<file path="src/rtl/bpf_isqrt.sv">
// Pipelined floor square root, one result bit per stage.
module bpf_isqrt #(
  parameter int IN_W = 33,
  localparam int OUT_W = (IN_W + 1) / 2
) (
  input  logic             clk,
  input  logic [IN_W-1:0]  rad,
  output logic [OUT_W-1:0] root
);

  localparam int PAD_W = 2 * OUT_W;
  localparam int RW    = OUT_W + 1;

  logic [PAD_W-1:0] rad_r    [OUT_W];
  logic [RW-1:0]    rem_r    [OUT_W];
  logic [OUT_W-1:0] root_r   [OUT_W];
  logic [PAD_W-1:0] rad_nxt  [OUT_W];
  logic [RW-1:0]    rem_nxt  [OUT_W];
  logic [OUT_W-1:0] root_nxt [OUT_W];

  always_comb begin
    logic [PAD_W-1:0] s_rad;
    logic [RW-1:0]    s_rem;
    logic [OUT_W-1:0] s_root;
    logic [RW+1:0]    cur;
    logic [RW+1:0]    trial;
    for (int k = 0; k < OUT_W; k++) begin
      s_rad  = (k == 0) ? PAD_W'(rad) : rad_r[k-1];
      s_rem  = (k == 0) ? '0 : rem_r[k-1];
      s_root = (k == 0) ? '0 : root_r[k-1];
      cur    = {s_rem, s_rad[PAD_W-1 -: 2]};
      trial  = (RW+2)'({s_root, 2'b01});
      if (cur >= trial) begin
        rem_nxt[k]  = RW'(cur - trial);
        root_nxt[k] = {s_root[OUT_W-2:0], 1'b1};
      end else begin
        rem_nxt[k]  = RW'(cur);
        root_nxt[k] = {s_root[OUT_W-2:0], 1'b0};
      end
      rad_nxt[k] = s_rad << 2;
    end
  end

  always_ff @(posedge clk) begin
    for (int k = 0; k < OUT_W; k++) begin
      rad_r[k]  <= rad_nxt[k];
      rem_r[k]  <= rem_nxt[k];
      root_r[k] <= root_nxt[k];
    end
  end

  assign root = root_r[OUT_W-1];

endmodule

</file>
<file path="config.mk">
export PLATFORM = sky130hd
export DESIGN_NAME = bpf_isqrt
export DESIGN_NICKNAME = d
export VERILOG_FILES = /design/src/rtl/bpf_isqrt.sv
export SDC_FILE = /design/constraint.sdc
export NUM_CORES = 1
export LEC_CHECK = 0
export BUFFER_PORTS_ARGS = -buffer_cell sky130_fd_sc_hd__buf_2
export CAP_MARGIN = 20
export CORE_MARGIN = 5
export CORE_UTILIZATION = 30
export CTS_CLUSTER_DIAMETER = 50
export DETAILED_ROUTE_END_ITERATION = 6
export GPL_TIMING_DRIVEN = 0
export PLACE_DENSITY_LB_ADDON = 0.25
export SLEW_MARGIN = 20
export SYNTH_ARGS = -nofsm -noshare
export SYNTH_HDL_FRONTEND = slang
export SYNTH_SLANG_ARGS = --single-unit
</file>
<file path="constraint.sdc">
create_clock -name clk -period 2.6 [get_ports clk]
set_input_delay 0.26 -clock clk [delete_from_list [all_inputs] [get_ports clk]]
set_output_delay 0.26 -clock clk [all_outputs]
set_load 0.02 [all_outputs]
</file>
Yosys cells after proc, flatten, opt, wreduce, memory -nomap -nowiden:

Memories as Yosys holds them, arrays and structs flattened.
Cells that the tools add are included.

* add/sub/neg operators: 17
* $mul: 0
* div/mod/pow operators: 0
* magnitude comparators: 17
* eq/ne operators: 0
* shift-type cells: 0
* muxes and demuxes: 34
* bitwise gates (word level): 0
* reduce and logical (&&, ||, !) cells: 0

Operator list (number)
* >= comparator 20 x 19 -> 1 bit: 16
* 2-to-1 mux 18 bit: 17
* subtractor 18 bit: 16
* 2-to-1 mux 1 bit: 17
* subtractor 1 x 1 -> 2 bit, second input constant: 1
* >= comparator 1 bit, second input constant: 1

* flip-flop bits (word level): 0
* latch bits: 0
* RAM bits: 1139
* memory bits (read-only): 0
* input bits: 34
* output and inout port bits: 17
* logic and storage cells: 71
* memories kept: 3

Memory list
* rad_r: words 17, width 32, read ports 16, clocked after memory_dff 0, wr ports 17, RTL line 14 `logic [PAD_W-1:0] rad_r [OUT_W];`
* rem_r: words 17, width 18, read ports 16, clocked after memory_dff 0, wr ports 17, RTL line 15 `logic [RW-1:0] rem_r [OUT_W];`
* root_r: words 17, width 17, read ports 17, clocked after memory_dff 0, wr ports 17, RTL line 16 `logic [OUT_W-1:0] root_r [OUT_W];`

Depth between registers and ports, before layout:

An unclocked memory read counts as a cell.

* word-level depth: 3
* gate-level depth with buffers: 12
* mapped depth without buffers: 10

Worst setup path before layout:

Ideal clock, no wire load.

* path type: flip-flop to flip-flop
* start point: mem root_r[0][224] in the netlist's numbering
* end point: mem rem_r[0][260] in the netlist's numbering
* setup time: 121 ps
* arrival time: 2400 ps
* required time: 2479 ps
* setup slack: 79 ps
* stages on the path, launching flop included: 12
* buffers on the path: 1
* period minus slack after synthesis: 2521 ps
* path through: dfxtp_1 > inv_1 > ha_1 > a21oi_1 > o21ai_0 > or3_1 > o221a_2 > o21ai_2 > o211a_1 > inv_2 > buf_2 > mux2_2

RTL lines (RTL line)
* start: declaration: 16
* end: declaration: 15

==> metrics.yaml <==
floorplan:
  core_area_sq_mm: 0.0818
  die_area_sq_mm: 0.0880
  rows: 105
  io_pins: 51
  die-width_um: 297
  start_util: 0.301
  die_h_um: 297
route:
  first_pass_iters: 5
  drt-wirelength-per-cell_um: 13.6
  drtAntennaViolNets: 0
  vias: 16300
  wirelength_mm: 49.5
  route.detailed.drc: 0
  drt_iter0_drc: 589
  viasPerCell: 4.45
setup_path:
  criticalPathCategory: "reg2reg"
  worstPathCellList: "inv_1 -> ha_4 -> nor2b_1 -> o31a_1 -> o31ai_4 -> a21oi_4 -> nor3b_4 -> buf_6 -> buf_6 -> nand2_1 -> o21ai_1"
  r2r_slack_ns: 0.07
  rr_endpoint: "rem_r[0][241]$_DFF_P_"
  critPathSlowestCell: "o31a_1"
  setup.worst_path.end: "rem_r[0][241]$_DFF_P_"
  worstSetupEndpointType: "flop"
  setup.worst_path.start: "root_r[0][204]$_DFF_P_"
  r2r_cells: 11
  worstPathArrival_ns: 3.08
  path_common_cell: "buf_6"
  path_max_fanout: 10
  start_kind: "flop"
  r2r_start: "root_r[0][204]$_DFF_P_"
  cpPeakStageDelay_ns: 0.34
  cp.required_ns: 3.15
power_and_ir_drop:
  power_density_mw_per_mm2: 1020
  ir_worst_vdd_mv: 0.558
  finalPower_mw: 31.0
  leakage_nw: 13.8
finish:
  stdcell_area_sq_mm: 0.0303
  fin_util: 0.370
  seqCellArea_sq_mm: 0.0138
  n_fill_cell: 7972
  finalNetCount: 2715
  multi_input_area_sq_mm: 0.0105
  diodes: 0
  area_growth_pct: 22.9
  final_layout_size_suffix_gt1_frac: 0.157
  fin_cells: 3648
placement:
  dpl.cell_count: 3446
  hpwl_mm: 36.5
  port_buffers: 50
  dp_slack_ns: -0.836
  place_congestion: 0.850
  postPlaceCellArea_sq_mm: 0.0262
yosys:
  synthTopCellsByCount: "dfxtp_1 (689), inv_1 (211), ha_1 (170)"
  synthDistinctLibCells: 70
  ys_ff_latch: 689
  yosysMostFrequentCell: "dfxtp_1"
  postSynthCellCount: 2326
  yosysWarningCount: 0
  synth_flop_cell: "dfxtp_1"
  synth_nets: 2530
  async_reset_ff_frac: 0
  synth_area_leaders: "dfxtp_1 (56%), ha_1 (8.6%), xnor2_1 (4.0%)"
  synth_edf_count: 0
  synth-seq-area-share: 0.559
  post_synth.cell_area_avg_sq_um: 10.6
  synth_area_sq_mm: 0.0247
  yosys.area.top_type: "dfxtp_1"
  synth.top_cell.area_share: 0.559
worst_hold_path:
  min_path_type: "in2reg"
  hold_depth: 2
global_routing:
  antenna_found_initial: 0
  overflow: 0
  grt_pass1_vias: 16300
  grt_first_pass_wirelength_mm: 80.2
  grtUsageTotal: 0.110
  grt_max_degree: 15
sta:
  tightest_slew_ns: 0.751
  hold_slack_ns: 0.252
  postLayoutSetupSlackWorst_ns: 0.0663
  min_period_ns: 2.53
  max_clock_freq_mhz: 395
  setup_viol: 0
  tns_ns: 0
  slew_headroom: 0.495
  finalHoldViolCount: 0
  slew_violations: 0
  min_period_over_period: 0.974
  fin_skew_ns: 0.0577
cts:
  cts-buffers-inserted: 83
  cts_max_level: 3
  clkTransAtPathRegs_ns: 0.06
  cts_root_buf: "clkbuf_16"
  insertion_delay_ns: 0.64
  cts_max_path_buffers: 3
  clock_sinks: 689
  cts_tree: "yes"
flow_run:
  cap_violations: 0
status:
  status: "finished clean"
[where the power goes]
group | leakage, nW | total (mW) | internal [mW] | switching, mW
registers | 5.77 | 13.6 | 12.4 | 1.18
logic | 6.63 | 5.71 | 2.80 | 2.91
clock network | 1.40 | 11.7 | 7.09 | 4.61
total | 13.8 | 31.0 | 22.3 | 8.70
[layer usage]
layer / track usage / wire length (um)
met5: 0 / 0
met4: 0.0411 / 1380
met3: 0.0208 / 1780
met2: 0.187 / 23400
met1: 0.140 / 23000
[kinds of logic after synthesis]
group | after synthesis | synth area share
adder cells (fa/ha/maj) | 170 | 0.0863
multiplexers | 61 | 0.0275
other | 1 | 0.000152
AO/OA/AOI/OAI | 440 | 0.112
AND/OR/NAND/NOR | 526 | 0.108
XOR/XNOR | 194 | 0.0689
flip-flops | 689 | 0.559
buffers and inverters | 245 | 0.0378
[layout make-up]
type | count | share of cell area
clock buffers | 105 | 0.0755
well taps | 1070 | 0.0442
clock inverters | 47 | 0.0203
flip-flops and latches | 689 | 0.456
plain buffers | 21 | 0.00553
multi-input cells | 1393 | 0.347
repair buffers | 109 | 0.0255
inverters | 214 | 0.0267
[worst min path at each step]
stage	from	endpoint
global placement	rad_r[0][250]$_DFF_P_	rad_r[0][284]$_DFF_P_
floorplan	rad[0]	rad_r[0][0]$_DFF_P_
finish	rad[19]	rad_r[0][19]$_DFF_P_
global route	rad[21]	rad_r[0][21]$_DFF_P_
detailed placement	rad_r[0][69]$_DFF_P_	rad_r[0][103]$_DFF_P_
CTS	rad[25]	rad_r[0][25]$_DFF_P_
[sequential cells by signal (all words and copies together), names as in the netlist]
signal  flops
rad_r     272
rem_r     264
root_r    153
[cells in the final DEF, fill, tap and decap left out, types with 36 or more instances in the layout]
cell       Yosys  final
inv_1        211    211
nor2_1       145    143
nand2_1      111    111
a21oi_1      129    118
a21o_1        43     43
nor3_1        46     42
dfxtp_1      689    677
clkbuf_16      0     83
ha_1         170    150
xnor2_1      114    114
o21a_1        36     36
mux2_2        54     53
buf_2          4     54
o21ai_0      114    103
xor2_1        80     80
[what timing repair did]
| action | in CTS | in global routing |
|---|---|---|
| hold buffers | 33 | 0 |
| endpoints found under the hold margin | 33 | 0 |
| setup endpoints to repair | 137 | 142 |
| pin swaps | 15 | 28 |
| setup buffers | 8 | 15 |
| gates resized for setup | 79 | 97 |
| cloned | 2 | 2 |
[critical path: cells and delay by family (launching register included)]
family	cells	cell delay (ns)
AO/OA/AOI/OAI	4	0.93
adder cells (fa/ha/maj)	1	0.26
buffers and inverters	3	0.41
AND/OR/NAND/NOR	3	0.51
flip-flops	1	0.33
(Power assumes the default switching activity.)
